**src/rtl/nearest_palette_color_assert.svh**
```systemverilog
// assertion macros for the nearest palette color block
`ifndef NEAREST_PALETTE_COLOR_ASSERT_SVH
`define NEAREST_PALETTE_COLOR_ASSERT_SVH

// same-cycle implication
`define NPC_ASSERT_IMPLY(label, ante, cons) \
    label: assert property (@(posedge clk) disable iff (!rst_n) (ante) |-> (cons)) \
        else $error("same-cycle check failed");

// next-cycle implication
`define NPC_ASSERT_NEXT(label, ante, cons) \
    label: assert property (@(posedge clk) disable iff (!rst_n) (ante) |=> (cons)) \
        else $error("next-cycle check failed");

`endif

```
**src/rtl/npc_pkg.sv**
```systemverilog
// shared types, constants and helpers of the nearest palette color block
package npc_pkg;

    localparam int PALETTE_SIZE = 16;
    localparam int PAL_IDX_W    = (PALETTE_SIZE > 1) ? $clog2(PALETTE_SIZE) : 1;
    localparam int IDX_W        = 4;
    localparam int CH_W         = 8;
    localparam int SQ_W         = 2 * CH_W;
    localparam int DIST_W       = SQ_W + 2;

    typedef enum logic {
        REQ_LOAD  = 1'b0,
        REQ_QUERY = 1'b1
    } req_kind_t;

    typedef struct packed {
        logic [CH_W-1:0] red;
        logic [CH_W-1:0] green;
        logic [CH_W-1:0] blue;
    } color_t;

    typedef struct packed {
        logic             is_query;
        logic [IDX_W-1:0] slot;
        color_t           color;
    } item_t;

    typedef struct packed {
        logic  valid;
        item_t item;
    } q_head_t;

    typedef struct packed {
        logic busy;
        logic emitting;
    } back_status_t;

    function automatic logic [CH_W-1:0] abs_diff(input logic [CH_W-1:0] a,
                                                 input logic [CH_W-1:0] b);
        logic [CH_W-1:0] d;
        d = (a >= b) ? (a - b) : (b - a);
        return d;
    endfunction

endpackage

```
**src/rtl/npc_req_if.sv**
```systemverilog
// request channel: palette loads and color queries
interface npc_req_if;
    logic                       valid;
    logic                       ready;
    logic                       req_type;
    logic [npc_pkg::IDX_W-1:0]  entry_index;
    logic [npc_pkg::CH_W-1:0]   red;
    logic [npc_pkg::CH_W-1:0]   green;
    logic [npc_pkg::CH_W-1:0]   blue;

    modport source (output valid, req_type, entry_index, red, green, blue, input ready);
    modport sink   (input valid, req_type, entry_index, red, green, blue, output ready);
endinterface

```
**src/rtl/npc_rsp_if.sv**
```systemverilog
// response channel: nearest palette entry
interface npc_rsp_if;
    logic                       valid;
    logic                       ready;
    logic [npc_pkg::IDX_W-1:0]  nearest_index;
    logic [npc_pkg::CH_W-1:0]   match_red;
    logic [npc_pkg::CH_W-1:0]   match_green;
    logic [npc_pkg::CH_W-1:0]   match_blue;

    modport source (output valid, nearest_index, match_red, match_green, match_blue,
                    input ready);
    modport sink   (input valid, nearest_index, match_red, match_green, match_blue,
                    output ready);
endinterface

```
**src/rtl/npc_front.sv**
```systemverilog
// front end: accepts request beats, classifies them and queues them for the back end
module npc_front (
    input  logic                clk,
    input  logic                rst_n,
    npc_req_if.sink             req,
    output npc_pkg::q_head_t    head,
    input  logic                pop
);

    npc_pkg::item_t entry_reg [2];
    logic           wr_ptr_reg;
    logic           wr_ptr_next;
    logic           rd_ptr_reg;
    logic           rd_ptr_next;
    logic [1:0]     count_reg;
    logic [1:0]     count_next;
    npc_pkg::item_t item_in;
    logic           accept;
    logic           keep;
    logic           push;

    assign req.ready = (count_reg != 2'd2);
    assign accept    = req.valid && req.ready;

    // loads aimed past the palette are dropped here
    always_comb
    begin
        item_in.is_query    = (req.req_type == npc_pkg::REQ_QUERY);
        item_in.slot        = req.entry_index;
        item_in.color.red   = req.red;
        item_in.color.green = req.green;
        item_in.color.blue  = req.blue;
        keep = item_in.is_query || (32'(req.entry_index) < npc_pkg::PALETTE_SIZE);
    end

    assign push = accept && keep;

    always_comb
    begin
        wr_ptr_next = push ? ~wr_ptr_reg : wr_ptr_reg;
        rd_ptr_next = pop ? ~rd_ptr_reg : rd_ptr_reg;
        count_next  = count_reg + 2'(push) - 2'(pop);
    end

    always_ff @(posedge clk or negedge rst_n)
    begin
        if (!rst_n)
        begin
            wr_ptr_reg <= 1'b0;
            rd_ptr_reg <= 1'b0;
            count_reg  <= 2'd0;
        end
        else
        begin
            wr_ptr_reg <= wr_ptr_next;
            rd_ptr_reg <= rd_ptr_next;
            count_reg  <= count_next;
        end
    end

    always_ff @(posedge clk)
    begin
        if (push)
        begin
            entry_reg[wr_ptr_reg] <= item_in;
        end
    end

    assign head.valid = (count_reg != 2'd0);
    assign head.item  = entry_reg[rd_ptr_reg];

endmodule

```
**src/rtl/npc_back.sv**
```systemverilog
// back end: palette store, serial distance scan and result register
module npc_back (
    input  logic                    clk,
    input  logic                    rst_n,
    input  npc_pkg::q_head_t        head,
    output logic                    pop,
    output npc_pkg::back_status_t   status,
    npc_rsp_if.source               rsp
);

    typedef enum logic [3:0] {
        ST_IDLE = 4'b0001,
        ST_SCAN = 4'b0010,
        ST_LAST = 4'b0100,
        ST_EMIT = 4'b1000
    } state_t;

    state_t                             state_reg;
    state_t                             state_next;
    npc_pkg::color_t                    palette_reg [npc_pkg::PALETTE_SIZE];
    npc_pkg::color_t                    query_reg;
    logic [npc_pkg::PAL_IDX_W-1:0]      cnt_reg;
    logic [npc_pkg::PAL_IDX_W-1:0]      cnt_next;

    logic                               s1_valid_reg;
    logic [npc_pkg::PAL_IDX_W-1:0]      s1_idx_reg;
    npc_pkg::color_t                    s1_color_reg;
    logic [npc_pkg::SQ_W-1:0]           sq_r_reg;
    logic [npc_pkg::SQ_W-1:0]           sq_g_reg;
    logic [npc_pkg::SQ_W-1:0]           sq_b_reg;

    logic [npc_pkg::DIST_W-1:0]         best_dist_reg;
    logic [npc_pkg::PAL_IDX_W-1:0]      best_idx_reg;
    npc_pkg::color_t                    best_color_reg;

    logic                               out_valid_reg;
    logic [npc_pkg::IDX_W-1:0]          out_idx_reg;
    npc_pkg::color_t                    out_color_reg;

    npc_pkg::color_t                    entry;
    logic [npc_pkg::CH_W-1:0]           d_r;
    logic [npc_pkg::CH_W-1:0]           d_g;
    logic [npc_pkg::CH_W-1:0]           d_b;
    logic [npc_pkg::DIST_W-1:0]         dist_sum;
    logic                               take;
    logic                               scanning;
    logic                               load_wr;
    logic                               out_free;
    logic                               emit;
    logic                               cnt_last;

    localparam logic [npc_pkg::PAL_IDX_W-1:0] CNT_LAST =
        npc_pkg::PAL_IDX_W'(npc_pkg::PALETTE_SIZE - 1);

    assign out_free = !out_valid_reg || rsp.ready;
    assign pop      = (state_reg == ST_IDLE) && head.valid;
    assign load_wr  = pop && !head.item.is_query;
    assign scanning = (state_reg == ST_SCAN);
    assign cnt_last = (cnt_reg == CNT_LAST);
    assign emit     = (state_reg == ST_EMIT) && out_free;

    assign status.busy     = (state_reg != ST_IDLE);
    assign status.emitting = emit;

    always_comb
    begin
        state_next = state_reg;
        cnt_next   = cnt_reg;
        unique case (state_reg)
            ST_IDLE:
            begin
                cnt_next = '0;
                if (pop && head.item.is_query)
                begin
                    state_next = ST_SCAN;
                end
            end
            ST_SCAN:
            begin
                cnt_next = cnt_reg + npc_pkg::PAL_IDX_W'(1);
                if (cnt_last)
                begin
                    state_next = ST_LAST;
                end
            end
            ST_LAST:
            begin
                state_next = ST_EMIT;
            end
            ST_EMIT:
            begin
                if (out_free)
                begin
                    state_next = ST_IDLE;
                end
            end
            default:
            begin
                state_next = ST_IDLE;
            end
        endcase
    end

    always_ff @(posedge clk or negedge rst_n)
    begin
        if (!rst_n)
        begin
            state_reg <= ST_IDLE;
            cnt_reg   <= '0;
        end
        else
        begin
            state_reg <= state_next;
            cnt_reg   <= cnt_next;
        end
    end

    // palette store
    always_ff @(posedge clk or negedge rst_n)
    begin
        if (!rst_n)
        begin
            for (int i = 0; i < npc_pkg::PALETTE_SIZE; i++)
            begin
                palette_reg[i] <= '0;
            end
        end
        else if (load_wr)
        begin
            palette_reg[npc_pkg::PAL_IDX_W'(head.item.slot)] <= head.item.color;
        end
    end

    always_ff @(posedge clk)
    begin
        if (pop && head.item.is_query)
        begin
            query_reg <= head.item.color;
        end
    end

    // stage one: per-channel difference and square
    assign entry = palette_reg[cnt_reg];
    assign d_r   = npc_pkg::abs_diff(query_reg.red, entry.red);
    assign d_g   = npc_pkg::abs_diff(query_reg.green, entry.green);
    assign d_b   = npc_pkg::abs_diff(query_reg.blue, entry.blue);

    always_ff @(posedge clk or negedge rst_n)
    begin
        if (!rst_n)
        begin
            s1_valid_reg <= 1'b0;
        end
        else
        begin
            s1_valid_reg <= scanning;
        end
    end

    always_ff @(posedge clk)
    begin
        if (scanning)
        begin
            s1_idx_reg   <= cnt_reg;
            s1_color_reg <= entry;
            sq_r_reg     <= npc_pkg::SQ_W'(d_r) * npc_pkg::SQ_W'(d_r);
            sq_g_reg     <= npc_pkg::SQ_W'(d_g) * npc_pkg::SQ_W'(d_g);
            sq_b_reg     <= npc_pkg::SQ_W'(d_b) * npc_pkg::SQ_W'(d_b);
        end
    end

    // stage two: sum and strict compare, first entry always taken
    assign dist_sum = npc_pkg::DIST_W'(sq_r_reg) + npc_pkg::DIST_W'(sq_g_reg)
                    + npc_pkg::DIST_W'(sq_b_reg);
    assign take = s1_valid_reg && ((s1_idx_reg == '0) || (dist_sum < best_dist_reg));

    always_ff @(posedge clk)
    begin
        if (take)
        begin
            best_dist_reg  <= dist_sum;
            best_idx_reg   <= s1_idx_reg;
            best_color_reg <= s1_color_reg;
        end
    end

    // result register
    always_ff @(posedge clk or negedge rst_n)
    begin
        if (!rst_n)
        begin
            out_valid_reg <= 1'b0;
        end
        else if (emit)
        begin
            out_valid_reg <= 1'b1;
        end
        else if (rsp.ready)
        begin
            out_valid_reg <= 1'b0;
        end
    end

    always_ff @(posedge clk)
    begin
        if (emit)
        begin
            out_idx_reg   <= npc_pkg::IDX_W'(best_idx_reg);
            out_color_reg <= best_color_reg;
        end
    end

    assign rsp.valid         = out_valid_reg;
    assign rsp.nearest_index = out_idx_reg;
    assign rsp.match_red     = out_color_reg.red;
    assign rsp.match_green   = out_color_reg.green;
    assign rsp.match_blue    = out_color_reg.blue;

endmodule

```
**src/rtl/nearest_palette_color.sv**
```systemverilog
// top level of the nearest palette color block
// Maps a query color to the nearest of 16 palette entries by squared Euclidean
// distance, lowest index on ties; a load beat writes one entry and gives no
// response. The front end queues up to two request beats, so the request side
// keeps moving while the back end works. The back end takes a load in its idle
// state; for a query one shared difference, square and compare unit walks the
// palette one entry a cycle, then the unit drains its two-stage pipeline and the
// result is loaded into the response register once that register is free. The
// palette is zero after reset.
`include "nearest_palette_color_assert.svh"

module nearest_palette_color (
    input  logic        clk,
    input  logic        rst_n,
    npc_req_if.sink     req,
    npc_rsp_if.source   rsp
);

    npc_pkg::q_head_t       head;
    logic                   pop;
    npc_pkg::back_status_t  status;

    npc_front u_front (
        .clk   (clk),
        .rst_n (rst_n),
        .req   (req),
        .head  (head),
        .pop   (pop)
    );

    npc_back u_back (
        .clk    (clk),
        .rst_n  (rst_n),
        .head   (head),
        .pop    (pop),
        .status (status),
        .rsp    (rsp)
    );

    // a beat leaves the queue only when one is there and the back end is free
    `NPC_ASSERT_IMPLY(a_pop_has_head, pop, head.valid && !status.busy)
    // a query keeps the back end busy, so nothing else is popped next cycle
    `NPC_ASSERT_NEXT(a_query_blocks, pop && head.item.is_query, !pop && status.busy)
    // a response is loaded only into a free response register and then shows as valid
    `NPC_ASSERT_NEXT(a_emit_shows, status.emitting, rsp.valid)

endmodule

```
**src/flat_wrapper.sv**
```systemverilog
// flat-port wrapper written by rule: the top's interface ports become plain ports
module nearest_palette_color_flat 
  (clk, rst_n, req_valid, req_req_type, req_entry_index, req_red, req_green, req_blue, req_ready, rsp_valid, rsp_nearest_index, rsp_match_red, rsp_match_green, rsp_match_blue, rsp_ready);
  npc_req_if req_i ();
  npc_rsp_if rsp_i ();
  input  logic clk;
  input  logic rst_n;
  input wire logic [$bits(req_i.valid)-1:0] req_valid;
  input wire logic [$bits(req_i.req_type)-1:0] req_req_type;
  input wire logic [$bits(req_i.entry_index)-1:0] req_entry_index;
  input wire logic [$bits(req_i.red)-1:0] req_red;
  input wire logic [$bits(req_i.green)-1:0] req_green;
  input wire logic [$bits(req_i.blue)-1:0] req_blue;
  output wire logic [$bits(req_i.ready)-1:0] req_ready;
  output wire logic [$bits(rsp_i.valid)-1:0] rsp_valid;
  output wire logic [$bits(rsp_i.nearest_index)-1:0] rsp_nearest_index;
  output wire logic [$bits(rsp_i.match_red)-1:0] rsp_match_red;
  output wire logic [$bits(rsp_i.match_green)-1:0] rsp_match_green;
  output wire logic [$bits(rsp_i.match_blue)-1:0] rsp_match_blue;
  input wire logic [$bits(rsp_i.ready)-1:0] rsp_ready;
  assign req_i.valid = req_valid;
  assign req_i.req_type = req_req_type;
  assign req_i.entry_index = req_entry_index;
  assign req_i.red = req_red;
  assign req_i.green = req_green;
  assign req_i.blue = req_blue;
  assign req_ready = req_i.ready;
  assign rsp_valid = rsp_i.valid;
  assign rsp_nearest_index = rsp_i.nearest_index;
  assign rsp_match_red = rsp_i.match_red;
  assign rsp_match_green = rsp_i.match_green;
  assign rsp_match_blue = rsp_i.match_blue;
  assign rsp_i.ready = rsp_ready;
  nearest_palette_color u_core (.clk(clk), .rst_n(rst_n), .req(req_i), .rsp(rsp_i));
endmodule
```
**config.mk**
```make
export PLATFORM = sky130hd
export DESIGN_NAME = nearest_palette_color_flat
export DESIGN_NICKNAME = d
export VERILOG_FILES = /design/src/rtl/npc_pkg.sv /design/src/rtl/npc_req_if.sv /design/src/rtl/npc_rsp_if.sv /design/src/rtl/npc_front.sv /design/src/rtl/npc_back.sv /design/src/rtl/nearest_palette_color.sv /design/src/flat_wrapper.sv
export VERILOG_INCLUDE_DIRS = /design/src /design/src/rtl
export SDC_FILE = /design/constraint.sdc
export NUM_CORES = 1
export LEC_CHECK = 0
export ABC_AREA = 1
export BUFFER_PORTS_ARGS = -buffer_cell sky130_fd_sc_hd__buf_2
export CELL_PAD_IN_SITES_DETAIL_PLACEMENT = 1
export CELL_PAD_IN_SITES_GLOBAL_PLACEMENT = 2
export CORE_MARGIN = 2
export CORE_UTILIZATION = 42
export CTS_BUF_LIST = sky130_fd_sc_hd__clkbuf_4
export DETAILED_ROUTE_END_ITERATION = 12
export GPL_TIMING_DRIVEN = 0
export PLACE_DENSITY = 0.95
export SYNTH_ARGS = -nofsm -noshare
export SYNTH_HDL_FRONTEND = slang
export SYNTH_SLANG_ARGS = --single-unit
export TNS_END_PERCENT = 50
```
**constraint.sdc**
```tcl
create_clock -name clk -period 8.5 [get_ports clk]
set_input_delay 0.85 -clock clk [delete_from_list [all_inputs] [get_ports clk]]
set_output_delay 0.85 -clock clk [all_outputs]
set_load 0.005 [all_outputs]
```
# == Word level (Yosys, flattened, before mapping) ==
# Memories as Yosys holds them, arrays and structs flattened.
# Index checks and enable logic that the tools add are counted.
# totals
regBits,572
mem_bits_rw,58
inputBits,33
out_inout_bits,30
n_memories,1
# memory_table
memory,words,word_bits,read_ports,rd_clocked_by_memory_dff,write_ports,line_no,rtl
u_core.u_front.entry_reg,2,29,1,0,1,npc_front.sv:10,npc_pkg::item_t entry_reg [2];
# classes
n_addsub,11
mul,3
magnitude_cmp,7
n_eq_ne,9
muxes,18
n_bitwise,4
reduce_logical,16
# ops
op,count
$bwmux 384,1
$bmux 24 s4,1
$demux 24 s4,1
$mux 24,3
$mul 8x8->16,3
$sub 8x8->8,6
$ge 8x8->1,3
$mux 8,3
$add 17x16->18,1
$lt 18x18->1,1
$add 16x16->17,1
$pmux 4 s4,1
$mux 4,3
$ge 5x5->1 const B,2
$not 4->5,2
$eq 4x4->1 const B,2
$pmux 4 s2,1
$logic_and 1x1->1,7
$reduce_bool 2->1,3
$lt 5x1->1 const B,1
$add 4x1->4 const B,1
$eq 4x1->1 const B,1
$eq 4x2->1 const B,1
$eq 4x3->1 const B,1
10 further kinds,18

# == Depth between registers and ports, before layout ==
# Gate-level depths: netlist of the first run.
# logic_depth
depth_word,7
ltp_mapped,40
mapped_depth_nobuf,37

# == Modules after synthesis ==
# From an unflattened synthesis of the first run, not the netlist that was laid out.
# unflattened
hier_cells,3461
hier_area_um2,33638.5
# by_module_without_submodules
mod,n_inst,cells_per_inst,area_per_inst_um2
npc_back,1,3344,31221.2
npc_front,1,117,2417.3

# == Worst setup path after synthesis of the first run ==
# No wires, ideal clock.
# synth_timing
path_type,register -> register
from,register u_core.u_back.cnt_reg[0] (netlist name)
to,register u_core.u_back.sq_r_reg[13] (netlist name) (data pin)
setup_ns,0.252
t_arrival_ns,6.582
setup_slack_ns,1.666
stages_incl_launch_ff,37
cell_sequence,dfrtp_1 buf_2 inv_1 clkbuf_1 clkbuf_1 nor2_1 o211ai_1 o211ai_1 nand2_1 ha_1 inv_1 fa_1 nand3_1 nand3_1 nand2_1 nand2_1 nor2_1 nand2_1 nand2_1 inv_1 nor2_1 inv_1 fa_1 inv_1 fa_1 inv_1 fa_1 fa_1 inv_1 ha_1 a21oi_1 a21boi_0 o21ai_0 nand2_1 nand2_1 nand2_1 nand2_1
# synth_rtl
element,line_no,rtl
"start, declared",npc_back.sv:22,logic [npc_pkg::PAL_IDX_W-1:0] cnt_reg;
"start signal, assigned",npc_back.sv:114,cnt_reg <= cnt_next;
"end signal, assigned",npc_back.sv:166,sq_r_reg <= npc_pkg::SQ_W'(d_r) * npc_pkg::SQ_W'(d_r);
"end, declared",npc_back.sv:28,logic [npc_pkg::SQ_W-1:0] sq_r_reg;

==> impl_metrics.sql, run 1 <==
INSERT INTO impl_metrics (metric_group, metric, value, unit) VALUES
('setup_path', 'worst_path_most_repeated_cell', 'sky130_fd_sc_hd__nand2_1', ''),
('detailed_routing', 'via_per_inst', '5.48', ''),
('layout', 'layoutNonFillerInstCount', '5198', ''),
('sta', 'timing.final.crit_period', '8.18', 'ns'),
('layout', 'flow.area_growth_from_synthesis', '14.1', '%'),
('synth', 'synth_area', '0.0340', 'mm2'),
('sta', 'measured_slew_at_the_worst_slew_check_pin', '1.03', 'ns'),
('grt', 'grt_pass1_wl', '178000', 'um'),
('layout', 'multi_input_area', '0.0148', 'mm2'),
('floorplanning', 'start_util', '0.423', ''),
('detailed_routing', 'first_pass_iters', '6', ''),
('place', 'io_buffer_count', '62', ''),
('cts', 'numClockSinks', '627', ''),
('sta', 'setup_violations', '0', ''),
('cts', 'cts-buffers-inserted', '173', ''),
('setup_path', 'crit_arrival', '8.98', 'ns'),
('setup_path', 'worstReg2RegStart', 'u_core.u_back.cnt_reg[0]', ''),
('worst_hold_path', 'hold_path.startpoint', 'req_valid', ''),
('synth', 'yosysMostFrequentCell', 'sky130_fd_sc_hd__nand2_1', ''),
('grt', 'grt_util_all_layers', '0.286', ''),
('run_status', 'run_status', 'finished, final reports clean', ''),
('synth', 'synth_top_cells_by_count', '838 x sky130_fd_sc_hd__nand2_1, 453 x sky130_fd_sc_hd__o21ai_0, 397 x sky130_fd_sc_hd__dfrtp_1, 378 x sky130_fd_sc_hd__inv_1, 373 x sky130_fd_sc_hd__nor2_1', ''),
('cts', 'clock-root-buffer', 'sky130_fd_sc_hd__clkbuf_4', ''),
('setup_path', 'critical_path.startpoint', 'u_core.u_back.cnt_reg[0]', ''),
('sta', 'clock-skew-final', '0.0825', 'ns'),
('setup_path', 'critPathKind', 'flop to flop', ''),
('setup_path', 'critical_path.max_stage_delay', '0.75', 'ns'),
('synth', 'register_bit_count_reported_by_yosys', '627', ''),
('cts', 'clockBufferDepth', '3', ''),
('setup_path', 'critical_path.startpoint_type', 'flop', ''),
('sta', 'hold_viol', '0', ''),
('floorplanning', 'dieArea', '0.0832', 'mm2'),
('cts', 'clock_latency', '1.07', 'ns'),
('floorplanning', 'die_w', '288', 'um'),
('detailed_routing', 'routed_wire_length', '117000', 'um'),
('synth', 'synth_seq_area_share', '0.496', ''),
('place', 'detailedPlacementHpwl', '85200', 'um'),
('synth', 'synth_ff_type', 'sky130_fd_sc_hd__dfrtp_1', ''),
('layout', 'fillCellCount', '9420', ''),
('grt', 'antenna_violations_before_repair', '9', ''),
('run', 'drv_cap', '0', ''),
('detailed_routing', 'detail_route.wl_per_cell', '22.5', 'um'),
('place', 'post-place-cells', '4856', ''),
('cts', 'h-tree-depth', '4', ''),
('cts', 'tritoncts', 'yes', ''),
('detailed_routing', 'drc', '0', ''),
('detailed_routing', 'routed-via-count', '28510', ''),
('sta', 'slew-limit-headroom', '0.313', ''),
('setup_path', 'critPathTopFamily', 'adder cells', ''),
('sta', 'timing.fmax', '122', 'MHz'),
('layout', 'drive_gt1_frac', '0.128', ''),
('grt', 'via_count_of_the_first_global_routing_pass', '30204', ''),
('sta', 'finalMaxSlewViolations', '0', ''),
('synth', 'post_synth_main_area_contributors', 'sky130_fd_sc_hd__dfrtp_1 29%, sky130_fd_sc_hd__edfxtp_1 20%, sky130_fd_sc_hd__nand2_1 9.3%, sky130_fd_sc_hd__o21ai_0 6.7%, sky130_fd_sc_hd__ha_1 6.1%', ''),
('cts', 'clk_pin_slew', '0.07', 'ns'),
('setup_path', 'worst-path-max-fanout', '10', ''),
('synth', 'avgSynthCellArea', '9.13', 'um2'),
('layout', 'largest_reg_flops', '384', ''),
('floorplanning', 'rows', '104', ''),
('grt', 'grt-ovfl-total', '0', ''),
('floorplanning', 'die_h', '288', 'um'),
('layout', 'ff_latch_area', '0.0168', 'mm2'),
('detailed_routing', 'ant_nets', '0', ''),
('layout', 'post-route-util', '0.483', ''),
('grt', 'largest_net_degree_at_the_start_of_global_routing', '118', ''),
('place', 'routability_driven_placement_congestion_ratio', '0.920', ''),
('synth', 'synth-edff-count', '229', ''),
('layout', 'fin_nets', '4301', ''),
('sta', 'worst_slack', '0.318', 'ns'),
('synth', 'synthesis.yosys.warnings', '0', ''),
('setup_path', 'timing.critical_path.slowest_stage_cell', 'sky130_fd_sc_hd__clkbuf_1', '');
## worst paths after layout
kind	endpoint	depth (start not counted)	slack (ns)
max	u_core.u_back.sq_g_reg[13]	33	0.32
min	u_core.u_front.wr_ptr_reg	3	0.13
max reg2reg	u_core.u_back.sq_g_reg[13]	33	0.32
min reg2reg	u_core.u_back.best_color_reg[21]	0	0.41
max in group asynchronous	u_core.u_front.wr_ptr_reg	5	6.67
min in group asynchronous	u_core.u_back.palette_reg[324]	3	0.48
## per-stage QoR
stage          TNS [ns]  cell area (um2)  hold WS (ns)
6_report              0            38800         0.132
5_1_grt        -0.00100            38800        0.0988
4_1_cts               0            38600        0.0549
3_5_place_dp      -9.27            35900         0.406
3_3_place_gp    -695.67            35600         0.401
2_1_floorplan         0            34000         0.400
## area by class of cell
| cell class | count | area share |
|---|---|---|
| diodes | 4 | 0.000258 |
| plain buffers | 196 | 0.0299 |
| clock buffers | 262 | 0.0507 |
| clock inverters | 43 | 0.00878 |
| inverters | 383 | 0.0371 |
| multi-input cells | 2515 | 0.380 |
| flip-flops and latches | 627 | 0.434 |
| well taps | 1060 | 0.0342 |
| repair buffers | 108 | 0.0243 |
## kinds of logic (layout without fill, tap and decap cells)
family,Yosys count,count (layout),synth area share
mux,21,21,0.00619
compound gates,816,816,0.132
xor+xnor,72,72,0.0186
flops,627,627,0.496
other cells,1,6,0.000110
simple gates,1340,1340,0.155
buf+inv,581,992,0.0736
fa+ha+maj,264,264,0.119
## placed cells by master (no fill, tap or decap), types with 35 or more instances in the layout
cell                         n
sky130_fd_sc_hd__o21ai_1   154
sky130_fd_sc_hd__nand3_1    88
sky130_fd_sc_hd__nand2_1   831
sky130_fd_sc_hd__o21ai_0   449
sky130_fd_sc_hd__fa_1       97
sky130_fd_sc_hd__xor2_1     37
sky130_fd_sc_hd__a21oi_1    67
sky130_fd_sc_hd__inv_1     376
sky130_fd_sc_hd__clkbuf_4  273
sky130_fd_sc_hd__ha_1      162
sky130_fd_sc_hd__xnor2_1    35
sky130_fd_sc_hd__o211ai_1   75
sky130_fd_sc_hd__dfrtp_1   395
sky130_fd_sc_hd__buf_2      81
sky130_fd_sc_hd__nor2_1    364
sky130_fd_sc_hd__edfxtp_1  229
sky130_fd_sc_hd__clkbuf_1   83
## layer usage
layer  wire (um)  GRT usage  up-vias
li1            -          -    12900
met4        5160      0.133        8
met5          59          0        -
met1       47300      0.349    14354
met3        7350     0.0600      294
met2       56900      0.484      954
## worst register-to-register path, delay by kind of cell (launching register included)
family / cells / cell delay [ns]
AND/OR/NAND/NOR: 13 / 1.69
adder cells (fa/ha/maj): 7 / 3.14
XOR/XNOR: 1 / 0.06
AO/OA/AOI/OAI: 3 / 0.69
flip-flops: 1 / 0.54
buffers and inverters: 9 / 1.82
## timing repair
item,4_1_cts,5_1_grt
pin swaps,0,1
endpoints found under the setup margin,22,22
hold buffers,31,0
buffers inserted,0,4
hold endpoints to repair,173,0
gates resized for setup,38,73
Power of run 1 is left out: the tool's default activity adds up to more than one toggle a clock period on the data nets, which glitch-free logic cannot reach.
==> run 2, diff against run 1 <==
--- a/config.mk
+++ b/config.mk
@@ -18,2 +18,3 @@
 export PLACE_DENSITY = 0.95
+export SKIP_CTS_REPAIR_TIMING = 1
 export SYNTH_ARGS = -nofsm -noshare
==> constraint.sdc (replaced) <==
create_clock -name clk -period 8.5 [get_ports clk]
set_input_delay 1.275 -clock clk [delete_from_list [all_inputs] [get_ports clk]]
set_output_delay 1.275 -clock clk [all_outputs]
set_load 0.005 [all_outputs]
==> run 2 against run 1 <==
Net effect: routed wire length fell by 0.86%; fmax rose by 0.32%; critical endpoint unchanged; final cell count fell by 0.50%.
==> impl_metrics.sql, run 2 (same netlist as run 1, synthesis figures left out) <==
INSERT INTO impl_metrics (metric_group, metric, value, unit) VALUES
('detailed_routing', 'detail_route.wl_per_cell', '22.4', 'um'),
('layout', 'post-route-util', '0.479', ''),
('layout', 'ff_latch_area', '0.0168', 'mm2'),
('grt', 'grt_pass1_wl', '177000', 'um'),
('layout', 'fillCellCount', '9411', ''),
('run', 'drv_cap', '0', ''),
('cts', 'tritoncts', 'yes', ''),
('sta', 'setup_violations', '0', ''),
('layout', 'final_cell_mix', '833 x sky130_fd_sc_hd__nand2_1, 448 x sky130_fd_sc_hd__o21ai_0, 395 x sky130_fd_sc_hd__dfrtp_1', ''),
('place', 'detailedPlacementHpwl', '85200', 'um'),
('cts', 'clock-root-buffer', 'sky130_fd_sc_hd__clkbuf_4', ''),
('floorplanning', 'die_w', '288', 'um'),
('setup_path', 'critical_path.max_stage_delay', '0.56', 'ns'),
('cts', 'h-tree-depth', '4', ''),
('layout', 'layout.cells.most_common', 'sky130_fd_sc_hd__nand2_1', ''),
('detailed_routing', 'routed-via-count', '28354', ''),
('place', 'io_buffer_count', '62', ''),
('sta', 'totalNegativeSetupSlack', '0', 'ns'),
('sta', 'slew-limit-headroom', '0.342', ''),
('setup_path', 'critical_path.startpoint_type', 'flop', ''),
('setup_path', 'critPathTopFamily', 'adder cells', ''),
('layout', 'flow.area_growth_from_synthesis', '13.2', '%'),
('setup_path', 'worst-path-max-fanout', '10', ''),
('grt', 'via_count_of_the_first_global_routing_pass', '30048', ''),
('detailed_routing', 'first_pass_iters', '7', ''),
('layout', 'multi_input_area', '0.0147', 'mm2'),
('layout', 'largest_reg_flops', '384', ''),
('floorplanning', 'rows', '104', ''),
('detailed_routing', 'via_per_inst', '5.48', ''),
('sta', 'hold_viol', '0', ''),
('place', 'routability_driven_placement_congestion_ratio', '0.920', ''),
('setup_path', 'crit_arrival', '8.96', 'ns'),
('grt', 'antenna_violations_before_repair', '11', ''),
('setup_path', 'cp.required', '9.30', 'ns'),
('sta', 'timing.final.crit_period', '8.16', 'ns'),
('detailed_routing', 'routed_wire_length', '116000', 'um'),
('layout', 'fin_nets', '4272', ''),
('layout', 'drive_gt1_frac', '0.129', ''),
('floorplanning', 'floorplan.io_pins', '63', ''),
('detailed_routing', 'drc', '0', ''),
('grt', 'largest_net_degree_at_the_start_of_global_routing', '118', ''),
('sta', 'timing.fmax', '123', 'MHz'),
('detailed_routing', 'ant_nets', '0', ''),
('sta', 'finalMaxSlewViolations', '0', ''),
('setup_path', 'timing.critical_path.slowest_stage_cell', 'sky130_fd_sc_hd__fa_1', ''),
('floorplanning', 'start_util', '0.423', ''),
('setup_path', 'critical_path_cell_count', '33', ''),
('sta', 'period_share', '0.960', ''),
('run_status', 'run_status', 'finished, final reports clean', ''),
('floorplanning', 'dieArea', '0.0832', 'mm2'),
('sta', 'measured_slew_at_the_worst_slew_check_pin', '0.988', 'ns'),
('floorplanning', 'die_h', '288', 'um'),
('worst_hold_path', 'worstHoldPathType', 'input pin to asynchronous set/reset pin', ''),
('grt', 'grt_util_all_layers', '0.283', ''),
('setup_path', 'critical_path.n_buffers_inverters', '9', ''),
('place', 'dpl-instance-area', '0.0359', 'mm2'),
('layout', 'stdcell_area', '0.0385', 'mm2'),
('cts', 'numClockSinks', '627', ''),
('cts', 'clk_pin_slew', '0.07', 'ns'),
('cts', 'clock_latency', '1.07', 'ns'),
('detailed_routing', 'detail_route.iter0.violations', '2372', ''),
('setup_path', 'critPathKind', 'flop to flop', ''),
('setup_path', 'worst_path_most_repeated_cell', 'sky130_fd_sc_hd__nand2_1', ''),
('setup_path', 'critPathCaptureType', 'flop', ''),
('grt', 'grt-ovfl-total', '0', ''),
('sta', 'clock-skew-final', '0.0837', 'ns'),
('setup_path', 'reg2reg_slack', '0.34', 'ns'),
('cts', 'clockBufferDepth', '3', ''),
('cts', 'cts-buffers-inserted', '173', ''),
('setup_path', 'ff2ff_path_depth', '33', ''),
('floorplanning', 'design.core.area', '0.0803', 'mm2');
run 2: cell count changes in the layout (fill, tap and decap cells not counted), moves of 3 or more:
| cell | delta |
|---|---|
| sky130_fd_sc_hd__dlygate4sd3_1 | -31 |
| sky130_fd_sc_hd__buf_2 | -4 |
| sky130_fd_sc_hd__clkbuf_2 | +3 |
| sky130_fd_sc_hd__diode_2 | +3 |
run 2: through the flow:
| step | std cells | hold slack (ns) | setup slack [ns] |
|---|---|---|---|
| finish | 5172 | 0.311 | 0.344 |
| global route | 5166 | 0.333 | -0.0568 |
| CTS | 5161 | 0.247 | -0.763 |
| detailed placement | 4856 | 0.406 | -0.762 |
| global placement | 4845 | 0.401 | -2.09 |
| floorplan | 3723 | 0.400 | 1.67 |
run 2: final timing paths:
kind | endpoint | start
max in group asynchronous | u_core.u_front.wr_ptr_reg | rst_n
worst max register to register | u_core.u_back.sq_g_reg[13] | u_core.u_back.cnt_reg[0]
worst min register to register | u_core.u_back.rsp.match_blue[7] | u_core.u_back.best_color_reg[7]
worst max-delay path | u_core.u_back.sq_g_reg[13] | u_core.u_back.cnt_reg[0]
min in group clk | u_core.u_back.rsp.match_blue[7] | u_core.u_back.best_color_reg[7]
worst min-delay path | u_core.u_back.palette_reg[324] | rst_n
run 2: area by class of cell:
cell class / instances / share of cell area
timing repair buffer: 79 / 0.0168
clock inverter: 43 / 0.00885
tap: 1060 / 0.0345
buffer: 196 / 0.0299
multi-input combinational: 2515 / 0.383
antenna: 7 / 0.000455
clock buffer: 262 / 0.0511
inverter: 383 / 0.0374
sequential: 627 / 0.438
run 2: worst register-to-register path: cells and delay by family, from the launching register on:
family	cells	cell delay [ns]
buf+inv	9	1.69
fa+ha+maj	7	3.14
flops	1	0.52
compound gates	3	0.79
xor+xnor	1	0.06
simple gates	13	1.70
run 2: layer usage:
layer	global-route usage	share of wire
met1	0.343	0.40
met2	0.479	0.49
met3	0.0626	0.073
met4	0.134	0.042
met5	0	0.00055
Power of run 2 is left out for the same reason.
